File: config.mk
export PLATFORM = sky130hd
export DESIGN_NAME = rom_ram_bank_mapper_core
export DESIGN_NICKNAME = d
export VERILOG_FILES = /design/src/hw/rtl/rrbm_pkg.sv /design/src/hw/rtl/rrbm_bank_regs.sv /design/src/hw/rtl/rrbm_map.sv /design/src/hw/rtl/rom_ram_bank_mapper_core.sv
export SDC_FILE = /design/constraint.sdc
export NUM_CORES = 1
export LEC_CHECK = 0
export BUFFER_PORTS_ARGS = -buffer_cell sky130_fd_sc_hd__buf_2
export CORE_AREA = 2 2 81 83
export CTS_CLUSTER_SIZE = 12
export DETAILED_ROUTE_END_ITERATION = 10
export DIE_AREA = 0 0 83 85
export PLACE_DENSITY = 0.79
export SYNTH_ARGS = -nofsm -noshare
export SYNTH_HDL_FRONTEND = slang
export SYNTH_HIERARCHICAL = 1
export SYNTH_SLANG_ARGS = --single-unit
File: constraint.sdc
create_clock -name clk_i -period 3.75 [get_ports clk_i]
set_input_delay 0.375 -clock clk_i [delete_from_list [all_inputs] [get_ports clk_i]]
set_output_delay 0.375 -clock clk_i [all_outputs]
set_load 0.02 [all_outputs]
File: src/hw/rtl/rrbm_pkg.sv
// ----------------------------------------------------------------------------
// rrbm_pkg
// Shared types and constants for the ROM/RAM bank mapper.
// ----------------------------------------------------------------------------
`default_nettype none

package rrbm_pkg;

  localparam int unsigned MAX_ROM_BANKS_DEF = 128;

  localparam int unsigned ADDR_W     = 16;
  localparam int unsigned DATA_W     = 8;
  localparam int unsigned MADDR_W    = 21;
  localparam int unsigned KIND_W     = 3;
  localparam int unsigned CFG_W      = 3;
  localparam int unsigned CFG_IDX_W  = 1;
  localparam int unsigned ROM_BANK_W = 7;
  localparam int unsigned LOW_BANK_W = 5;
  localparam int unsigned HIGH_BANK_W = 2;
  localparam int unsigned ROM_OFS_W  = 14;
  localparam int unsigned RAM_OFS_W  = 13;

  localparam logic [CFG_IDX_W-1:0] CFG_ROM_LOG2  = 1'b0;
  localparam logic [CFG_IDX_W-1:0] CFG_RAM_COUNT = 1'b1;

  localparam logic [CFG_W-1:0] ROM_LOG2_RESET  = 3'd1;
  localparam logic [CFG_W-1:0] RAM_COUNT_RESET = 3'd0;
  localparam logic [CFG_W-1:0] RAM_COUNT_MAX   = 3'd4;

  // bus regions, address bits 15:13
  localparam logic [2:0] RGN_RAM_EN  = 3'd0;
  localparam logic [2:0] RGN_LOW     = 3'd1;
  localparam logic [2:0] RGN_HIGH    = 3'd2;
  localparam logic [2:0] RGN_MODE    = 3'd3;
  localparam logic [2:0] RGN_EXT_RAM = 3'd5;

  localparam logic [3:0]      RAM_EN_KEY    = 4'hA;
  localparam logic [DATA_W-1:0] DATA_DISABLED = 8'hFF;
  localparam logic [DATA_W-1:0] DATA_UNMAPPED = 8'h00;

  typedef enum logic [KIND_W-1:0] {
    KIND_NONE      = 3'd0,
    KIND_ROM_READ  = 3'd1,
    KIND_RAM_READ  = 3'd2,
    KIND_RAM_WRITE = 3'd3,
    KIND_FIXED     = 3'd4
  } access_kind_e;

  typedef struct packed {
    logic                   ram_enabled;
    logic [LOW_BANK_W-1:0]  low_bank;
    logic [HIGH_BANK_W-1:0] high_bank;
    logic                   advanced_mode;
  } bank_state_t;

  typedef struct packed {
    logic [CFG_W-1:0] rom_log2;
    logic [CFG_W-1:0] ram_count;
  } map_cfg_t;

  typedef struct packed {
    logic              is_write;
    logic [ADDR_W-1:0] addr;
    logic [DATA_W-1:0] data;
  } bus_req_t;

  typedef struct packed {
    access_kind_e       kind;
    logic [MADDR_W-1:0] maddr;
    logic [DATA_W-1:0]  wdata;
    logic [DATA_W-1:0]  fixed;
  } map_rsp_t;

endpackage

`default_nettype wire

File: src/hw/rtl/rrbm_bank_regs.sv
// ----------------------------------------------------------------------------
// rrbm_bank_regs
// Mapper bank registers and configuration registers.
// ----------------------------------------------------------------------------
`default_nettype none

module rrbm_bank_regs
  import rrbm_pkg::*;
(
  input  logic                 clk_i,
  input  logic                 rst_ni,
  input  logic                 cfg_we_i,
  input  logic [CFG_IDX_W-1:0] cfg_index_i,
  input  logic [CFG_W-1:0]     cfg_data_i,
  input  logic                 upd_en_i,
  input  bank_state_t          state_d_i,
  output bank_state_t          state_o,
  output map_cfg_t             cfg_o
);

  bank_state_t state_q;
  map_cfg_t    cfg_q;

  always_ff @(posedge clk_i or negedge rst_ni) begin
    if (!rst_ni) begin
      state_q.ram_enabled   <= 1'b0;
      state_q.low_bank      <= LOW_BANK_W'(1);
      state_q.high_bank     <= '0;
      state_q.advanced_mode <= 1'b0;
    end else if (upd_en_i) begin
      state_q <= state_d_i;
    end
  end

  always_ff @(posedge clk_i or negedge rst_ni) begin
    if (!rst_ni) begin
      cfg_q.rom_log2  <= ROM_LOG2_RESET;
      cfg_q.ram_count <= RAM_COUNT_RESET;
    end else if (cfg_we_i) begin
      case (cfg_index_i)
        CFG_ROM_LOG2:  cfg_q.rom_log2  <= cfg_data_i;
        CFG_RAM_COUNT: cfg_q.ram_count <= cfg_data_i;
        default: ;
      endcase
    end
  end

  assign state_o = state_q;
  assign cfg_o   = cfg_q;

endmodule

`default_nettype wire

File: src/hw/rtl/rrbm_map.sv
// ----------------------------------------------------------------------------
// rrbm_map
// Address decode, bank mapping and next bank register values for one access.
// ----------------------------------------------------------------------------
`default_nettype none

module rrbm_map
  import rrbm_pkg::*;
#(
  parameter int unsigned MaxRomBanks = MAX_ROM_BANKS_DEF
) (
  input  bus_req_t    req_i,
  input  bank_state_t state_i,
  input  map_cfg_t    cfg_i,
  output bank_state_t state_d_o,
  output map_rsp_t    rsp_o
);

  localparam logic [ROM_BANK_W-1:0] MaskLimit = ROM_BANK_W'(MaxRomBanks - 1);

  logic [CFG_W-1:0]       rom_lg;
  logic [ROM_BANK_W:0]    lg_ones;
  logic [ROM_BANK_W-1:0]  rom_mask;
  logic [CFG_W-1:0]       ram_cnt;
  logic [HIGH_BANK_W-1:0] ram_mask;
  logic [HIGH_BANK_W-1:0] ram_bank;
  logic                   ram_present;
  logic                   ram_on;
  logic [2:0]             region;
  logic [LOW_BANK_W-1:0]  low_val;
  logic [ROM_BANK_W-1:0]  bank_lo;
  logic [ROM_BANK_W-1:0]  bank_hi;
  logic [MADDR_W-1:0]     rom_lo_addr;
  logic [MADDR_W-1:0]     rom_hi_addr;
  logic [MADDR_W-1:0]     ram_addr;

  always_comb begin
    rom_lg   = (cfg_i.rom_log2 == '0) ? CFG_W'(1) : cfg_i.rom_log2;
    lg_ones  = ((ROM_BANK_W+1)'(1) << rom_lg) - (ROM_BANK_W+1)'(1);
    rom_mask = lg_ones[ROM_BANK_W-1:0] & MaskLimit;

    ram_cnt     = (cfg_i.ram_count > RAM_COUNT_MAX) ? RAM_COUNT_MAX : cfg_i.ram_count;
    ram_present = (ram_cnt != '0);
    ram_mask    = HIGH_BANK_W'(ram_cnt - CFG_W'(1));
    ram_bank    = (state_i.advanced_mode && ram_present) ?
                  (state_i.high_bank & ram_mask) : '0;
    ram_on      = state_i.ram_enabled && ram_present;

    region  = req_i.addr[ADDR_W-1 -: 3];
    low_val = (req_i.data[LOW_BANK_W-1:0] == '0) ? LOW_BANK_W'(1)
                                                 : req_i.data[LOW_BANK_W-1:0];

    bank_lo = state_i.advanced_mode ?
              ({state_i.high_bank, {LOW_BANK_W{1'b0}}} & rom_mask) : '0;
    bank_hi = {state_i.high_bank, state_i.low_bank} & rom_mask;

    rom_lo_addr = {bank_lo, req_i.addr[ROM_OFS_W-1:0]};
    rom_hi_addr = {bank_hi, req_i.addr[ROM_OFS_W-1:0]};
    ram_addr    = MADDR_W'({ram_bank, req_i.addr[RAM_OFS_W-1:0]});
  end

  always_comb begin
    state_d_o   = state_i;
    rsp_o.kind  = KIND_NONE;
    rsp_o.maddr = '0;
    rsp_o.wdata = '0;
    rsp_o.fixed = '0;
    if (req_i.is_write) begin
      case (region)
        RGN_RAM_EN: begin
          if (ram_present) begin
            state_d_o.ram_enabled = (req_i.data[3:0] == RAM_EN_KEY);
          end
        end
        RGN_LOW: begin
          state_d_o.low_bank = low_val & rom_mask[LOW_BANK_W-1:0];
        end
        RGN_HIGH: begin
          state_d_o.high_bank = req_i.data[HIGH_BANK_W-1:0];
        end
        RGN_MODE: begin
          if (ram_cnt >= RAM_COUNT_MAX) begin
            state_d_o.advanced_mode = req_i.data[0];
          end
        end
        RGN_EXT_RAM: begin
          if (ram_on) begin
            rsp_o.kind  = KIND_RAM_WRITE;
            rsp_o.maddr = ram_addr;
            rsp_o.wdata = req_i.data;
          end
        end
        default: ;
      endcase
    end else begin
      case (region)
        RGN_RAM_EN, RGN_LOW: begin
          rsp_o.kind  = KIND_ROM_READ;
          rsp_o.maddr = rom_lo_addr;
        end
        RGN_HIGH, RGN_MODE: begin
          rsp_o.kind  = KIND_ROM_READ;
          rsp_o.maddr = rom_hi_addr;
        end
        RGN_EXT_RAM: begin
          if (ram_on) begin
            rsp_o.kind  = KIND_RAM_READ;
            rsp_o.maddr = ram_addr;
          end else begin
            rsp_o.kind  = KIND_FIXED;
            rsp_o.fixed = DATA_DISABLED;
          end
        end
        default: begin
          rsp_o.kind  = KIND_FIXED;
          rsp_o.fixed = DATA_UNMAPPED;
        end
      endcase
    end
  end

endmodule

`default_nettype wire

File: src/hw/rtl/rom_ram_bank_mapper_core.sv
// ----------------------------------------------------------------------------
// rom_ram_bank_mapper_core
// Cartridge bank mapper: one bus access in, one mapped memory request out.
//
//   channel  direction  handshake              payload
//   in       sink       in_valid_i/in_ready_o   req_type, bus_address, write_data
//   out      source     out_valid_o/out_ready_i access_kind, mapped_address,
//                                                memory_write_data, fixed_data
//   cfg      sink       cfg_valid_i/cfg_ready_o cfg_index_i, cfg_data_i
//
// one transaction per cycle sustained while the output is not stalled; the
// input register captures an accepted request, and the result register takes
// its mapped result as the request leaves the input register
// bank registers update as the request leaves the input register
// a stalled output holds the result register and then the input register
// cfg is always ready; reset gives log2 rom banks 1, no ram, bank 1
// ----------------------------------------------------------------------------
`default_nettype none

module rom_ram_bank_mapper_core
  import rrbm_pkg::*;
#(
  parameter int unsigned MaxRomBanks = MAX_ROM_BANKS_DEF
) (
  input  logic                 clk_i,
  input  logic                 rst_ni,
  input  logic                 in_valid_i,
  output logic                 in_ready_o,
  input  logic                 req_type_i,
  input  logic [ADDR_W-1:0]    bus_address_i,
  input  logic [DATA_W-1:0]    write_data_i,
  output logic                 out_valid_o,
  input  logic                 out_ready_i,
  output logic [KIND_W-1:0]    access_kind_o,
  output logic [MADDR_W-1:0]   mapped_address_o,
  output logic [DATA_W-1:0]    memory_write_data_o,
  output logic [DATA_W-1:0]    fixed_data_o,
  input  logic                 cfg_valid_i,
  output logic                 cfg_ready_o,
  input  logic [CFG_IDX_W-1:0] cfg_index_i,
  input  logic [CFG_W-1:0]     cfg_data_i
);

  logic        req_valid_q;
  bus_req_t    req_q;
  logic        rsp_valid_q;
  map_rsp_t    rsp_q;
  logic        rsp_advance;
  logic        req_advance;
  logic        in_accept;
  bank_state_t state;
  bank_state_t state_d;
  map_cfg_t    cfg;
  map_rsp_t    rsp_d;

  assign rsp_advance = !rsp_valid_q || out_ready_i;
  assign req_advance = req_valid_q && rsp_advance;
  assign in_ready_o  = !req_valid_q || rsp_advance;
  assign in_accept   = in_valid_i && in_ready_o;
  assign cfg_ready_o = 1'b1;

  always_ff @(posedge clk_i or negedge rst_ni) begin
    if (!rst_ni) begin
      req_valid_q <= 1'b0;
    end else if (in_ready_o) begin
      req_valid_q <= in_valid_i;
    end
  end

  always_ff @(posedge clk_i) begin
    if (in_accept) begin
      req_q.is_write <= req_type_i;
      req_q.addr     <= bus_address_i;
      req_q.data     <= write_data_i;
    end
  end

  always_ff @(posedge clk_i or negedge rst_ni) begin
    if (!rst_ni) begin
      rsp_valid_q <= 1'b0;
    end else if (rsp_advance) begin
      rsp_valid_q <= req_valid_q;
    end
  end

  always_ff @(posedge clk_i) begin
    if (req_advance) begin
      rsp_q <= rsp_d;
    end
  end

  rrbm_bank_regs u_bank_regs (
    .clk_i       (clk_i),
    .rst_ni      (rst_ni),
    .cfg_we_i    (cfg_valid_i && cfg_ready_o),
    .cfg_index_i (cfg_index_i),
    .cfg_data_i  (cfg_data_i),
    .upd_en_i    (req_advance),
    .state_d_i   (state_d),
    .state_o     (state),
    .cfg_o       (cfg)
  );

  rrbm_map #(
    .MaxRomBanks (MaxRomBanks)
  ) u_map (
    .req_i     (req_q),
    .state_i   (state),
    .cfg_i     (cfg),
    .state_d_o (state_d),
    .rsp_o     (rsp_d)
  );

  assign out_valid_o         = rsp_valid_q;
  assign access_kind_o       = rsp_q.kind;
  assign mapped_address_o    = rsp_q.maddr;
  assign memory_write_data_o = rsp_q.wdata;
  assign fixed_data_o        = rsp_q.fixed;

endmodule

`default_nettype wire

== Word level (Yosys, flattened, before mapping) ==
Index checks and enable logic that the tools add are counted.

* Logic and storage cells: 67
* Register bits: 82
* Input port bits: 34

* Multiplexer cells: 13
* $lt $le $gt $ge: 2
* Bitwise operators: 6
* Equality and inequality tests: 5
* $add $sub $neg: 2
* Shifts and indexed selects: 1
* Reductions and logical operators: 23

{| class="wikitable"
|+ Operator list
! operator !! count
|-
| one-hot mux 21 bit (3 select lines) || 1
|-
| 2-to-1 mux 31 bit || 2
|-
| 2-to-1 mux 24 bit || 1
|-
| 2-to-1 mux 15 bit || 1
|-
| bitwise AND 7 bit || 2
|-
| 2-to-1 mux 3 bit || 3
|-
| AND reduction 3 bit || 3
|-
| 2-to-1 mux 8 bit || 1
|-
| AND reduction 4 bit || 2
|-
| 2-to-1 mux 7 bit || 1
|-
| << shifter 1 x 3 -> 7 bit (first input constant) || 1
|-
| subtractor 7 x 2 -> 7 bit (second input constant) || 1
|-
| == test 3 x 2 -> 1 bit (second input constant) || 2
|-
| zero test 3 bit || 2
|-
| one-hot mux 3 bit (2 select lines) || 1
|-
| OR reduction 2 bit || 3
|-
| bitwise AND 5 bit || 1
|-
| zero test 5 bit || 1
|-
| 2-to-1 mux 5 bit || 1
|-
| == test 4 bit (second input constant) || 1
|-
| logical AND 1 bit || 4
|-
| AND reduction 2 bit || 2
|-
| OR reduction 4 bit || 1
|-
| == test 3 x 1 -> 1 bit (second input constant) || 1
|-
| other kinds (10) || 13
|}

== Longest topological paths before layout ==
* Depth in word-level cells: 8
* Gate-level depth with buffers: 6

== Cells and area by module ==
Netlist, hierarchy kept.

{| class="wikitable"
|+ By module, submodules not included
! module !! cells an instance !! area each (um2) !! instances
|-
| rom_ram_bank_mapper_core || 75 || 2067.0 || 1
|-
| rrbm_map || 94 || 648.1 || 1
|-
| rrbm_bank_regs || 33 || 571.8 || 1
|}

== Worst setup path after synthesis ==
Ideal clock, no wire load.

* Kind: flip-flop to flip-flop
* From: reg rsp_valid_q, in the netlist out_valid_o
* To: reg u_bank_regs.state_q, in the netlist u_bank_regs/state_o[0]
* Required time: 3.625 ns
* Cell stages (with the launch flop): 5
* Library setup time: 0.125 ns
* Buffers on the path: 1
* Arrival time: 2.304 ns
* Slack: 1.321 ns
* Cells stage by stage: dfrtp_1 > nand2b_1 > and2_1 > buf_2 > mux2_2

* Word-level cells in the longest chain between the ends: 4

{| class="wikitable"
|+ RTL lines
! element !! RTL line !! text
|-
| start, declared || rom_ram_bank_mapper_core.sv:46 || <nowiki>logic rsp_valid_q;</nowiki>
|-
| start signal, assigned || rom_ram_bank_mapper_core.sv:82 || <nowiki>rsp_valid_q <= req_valid_q;</nowiki>
|-
| zero test 1 bit || rom_ram_bank_mapper_core.sv:56 || <nowiki>assign rsp_advance = !rsp_valid_q || out_ready_i;</nowiki>
|-
| logical OR 1 bit || rom_ram_bank_mapper_core.sv:56 ||
|-
| logical AND 1 bit || rom_ram_bank_mapper_core.sv:57 || <nowiki>assign req_advance = req_valid_q && rsp_advance;</nowiki>
|-
| net req_advance || rom_ram_bank_mapper_core.sv:49 || <nowiki>logic req_advance;</nowiki>
|-
| AND reduction 4 bit (no source line) || - ||
|-
| end signal, assigned || rrbm_bank_regs.sv:31 || <nowiki>state_q <= state_d_i;</nowiki>
|-
| end, declared || rrbm_bank_regs.sv:21 || <nowiki>bank_state_t state_q;</nowiki>
|}

The timed path passes the listed nets, and every way through them passes these cells.
A chain may end at the register's enable or synchronous reset.

== Worst setup path after layout ==
* From: reg rsp_valid_q, in the netlist out_valid_o
* To: reg u_bank_regs.state_q, in the netlist u_bank_regs/state_o[2]

* Word-level cells in the longest chain between the ends: 4

{| class="wikitable"
|+ RTL lines
! element !! RTL line
|-
| zero test 1 bit || rom_ram_bank_mapper_core.sv:56
|-
| logical OR 1 bit || rom_ram_bank_mapper_core.sv:56
|-
| logical AND 1 bit || rom_ram_bank_mapper_core.sv:57
|-
| net req_advance || rom_ram_bank_mapper_core.sv:49
|-
| AND reduction 3 bit (no source line) || -
|}

The timed path passes the listed nets, and every way through them passes these cells.

==> results by group <==
Outcome
  – Status: completed

Synthesis
  – Synth top area share: 0.5938
  – Top cells by area, synth: edfxtp_1 59%, dfrtp_1 11%, mux2_2 5.1%
  – Seq/Total Area, Yosys: 0.7240
  – Number of synthesized flops with an enable pin: 65
  – Cell variety after synth: 43
  – Syn Nets: 238
  – Mapped Avg Cell Area: 16.27 um2
  – Ys async rst share: 0.2073
  – Yosys warnings: 6
  – Post-Synthesis Cells: 202
  – Synth Cell Area: 3287 um2
  – Top FF cell, synth: edfxtp_1
  – Register bit total from synthesis: 82
  – Area leader, netlist: edfxtp_1

Detailed routing
  – Post-Route WL: 5.487 mm
  – Vias: 1824
  – WL per Instance: 15.24 um
  – DRT Pass-1 Iters: 4
  – Routed Antenna Nets: 0
  – DRC: 0
  – DR vias/cell: 5.067
  – Initial drt markers: 125

STA
  – Worst slew margin: 0.2732
  – Period Utilization, post-route: 0.5225
  – Setup violations, final: 0
  – Final min period: 1.960 ns
  – Fin. Hold Viols: 0
  – Setup TNS: 0 ns
  – Setup WS post-layout: 1.790 ns
  – Clock skew: 0.006383 ns
  – F_max: 0.5103 GHz
  – WHS: 0.1870 ns
  – Slew of the pin with the lowest slew margin: 1.090 ns
  – Unrepaired setup endpoints after global routing: no
  – Slew Limit Fails: 0

Global routing
  – Vias in the first global route: 1901
  – Largest net degree at the start of global routing: 50
  – Initial antenna violation count: 0
  – Total gr overflow: 0
  – Global-route wire length before repair: 8.935 mm
  – GRT Resource Usage Total: 0.1676

Floorplan
  – Core area: 6205 um2
  – Standard-cell rows: 29
  – Die Y: 85 um
  – Die width: 83 um
  – # IOs: 77
  – Initial core utilization: 0.5297
  – Die ar.: 7055 um2

Clock tree
  – Postcts setup bufs: 0
  – Clk buf depth: 2
  – CTS tree: yes
  – Max H-tree Level: 3
  – Clock sinks: 82
  – Clock Root Buffer: clkbuf_8
  – Cts bufs inserted: 9
  – Worst-path clk slew: 0.08 ns
  – Insertion delay of the later-clocked pin in the worst-skew pair: 0.35 ns

Placement
  – Placed Area: 3679 um2
  – Post-place setup slack: 1.719 ns
  – DP Wirelength: 3.613 mm
  – Port Buffers: 75
  – Routability-driven placement congestion ratio: 0.8308

Final layout
  – Fillers: 464
  – # diodes: 0
  – Layout cell share with drive strength beyond 1: 0.4205
  – Finished layout cell area: 3936 um2
  – Commonest non-fill, non-tap cell in the layout: buf_2
  – Nets: 314
  – Final core utilization: 0.6344
  – Area Overhead vs Synth: 19.76%
  – Most frequent cells in the layout: 75 x buf_2, 65 x edfxtp_1, 15 x dfrtp_1, 15 x mux2_2, 15 x nor2b_1

Run
  – Max_cap viols: 0

Power and ir drop
  – Maximum VDD drop: 0.3370 mV
  – Power Density: 561.6 nW/um2
  – Leak: 1.626 nW

Setup path
  – Critical Setup Path Class: flop to flop
  – Critical Path AT: 2.20 ns
  – CP Max Fanout: 49
  – Required time worst endpoint: 3.99 ns
  – Worst setup EP type: flop
  – Setup crit start kind: flop

Hold path
  – Hold Path Class: primary input to flop
==> flip-flops by register name (all words and copies together) (netlist names) <==
| name | count |
|---|---|
| access_kind_o | 3 |
| fixed_data_o | 8 |
| mapped_address_o | 21 |
| memory_write_data_o | 8 |
| out_valid_o | 1 |
| req_q | 25 |
| req_valid_q | 1 |
| u_bank_regs/cfg_o | 6 |
| u_bank_regs/state_o | 9 |
==> path summary, 6_finish.rpt <==
kind	start	endpoint	slack, ns	depth (start not counted)
max	out_valid_o	u_bank_regs/state_o[2]	1.79	3
min	bus_address_i[8]	req_q[16]	0.19	1
max reg2reg	out_valid_o	u_bank_regs/state_o[2]	1.79	3
min reg2reg	u_bank_regs/cfg_o[1]	u_bank_regs/cfg_o[1]	0.50	1
max in group asynchronous	rst_ni	u_bank_regs/state_o[3]	2.94	2
min in group asynchronous	rst_ni	u_bank_regs/state_o[4]	0.48	2
==> kinds of logic after synthesis <==
group           Yosys count  synth area share
simple gates             68            0.1367
other cells               2          0.002285
mux                      19           0.06471
fa+ha+maj                 2          0.007612
compound gates           12           0.03160
xor+xnor                  1          0.002665
flops                    82            0.7240
buf+inv                  16           0.03045
==> what timing repair did <==
item / in CTS / in global routing
hold buffers: 1 / 0
resized for setup: 0 / 0
endpoints found under the hold margin: 15 / 0
==> per-stage QoR <==
stage,instances,power (W)
2_1_floorplan,202,0.001369
5_1_grt,360,0.002303
3_5_place_dp,343,0.001460
6_report,360,0.002211
3_3_place_gp,343,0.001446
4_1_cts,360,0.002230
==> worst max-delay path, cell delays in order, from the launching register on <==
cell and delay (ns):
dfrtp_1 0.42, nand2b_1 0.10, and2_2 0.87, mux2_2 0.42
==> report_power, final <==
part           total (W)  switching (W)  internal [W]  leakage [nW]
Combinational   0.000273       0.000147      0.000126         0.659
Sequential       0.00117      0.0000699       0.00110         0.847
Clock           0.000768       0.000321      0.000447         0.120
==> synthesized netlist by cell type (all sizes together) (2+ instances only) <==
cell type / n
nor3: 2
nand2: 9
dfstp: 2
o2111a: 3
nand3: 3
inv: 5
and3: 4
and3b: 3
nor3b: 2
ha: 2
o21ai: 5
mux2: 18
nand4: 2
nor2: 3
edfxtp: 65
dfrtp: 15
nor2b: 16
and2: 9
conb: 2
buf: 11
or2: 2
nand2b: 8
==> area by class of cell <==
cell class	instances	area, um2	share of cell area
Clock buffer	9	123.9	0.03147
Clock inverter	7	123.9	0.03147
Tap cell	77	96.34	0.02448
Timing Repair Buffer	76	385.4	0.09790
Inverter	5	18.77	0.004768
Multi-Input combinational cell	104	808.3	0.2053
Sequential cell	82	2380	0.6046
==> metal layers <==
layer  vias up  global-route usage  wire length (um)
met5         -                   0                 0
met3         8             0.04572               293
met4         0              0.1058                94
li1        885                   -                 -
met2        55              0.2735              2755
met1       876              0.1985              2343
Note: power is estimated with default switching activity, not from simulation.
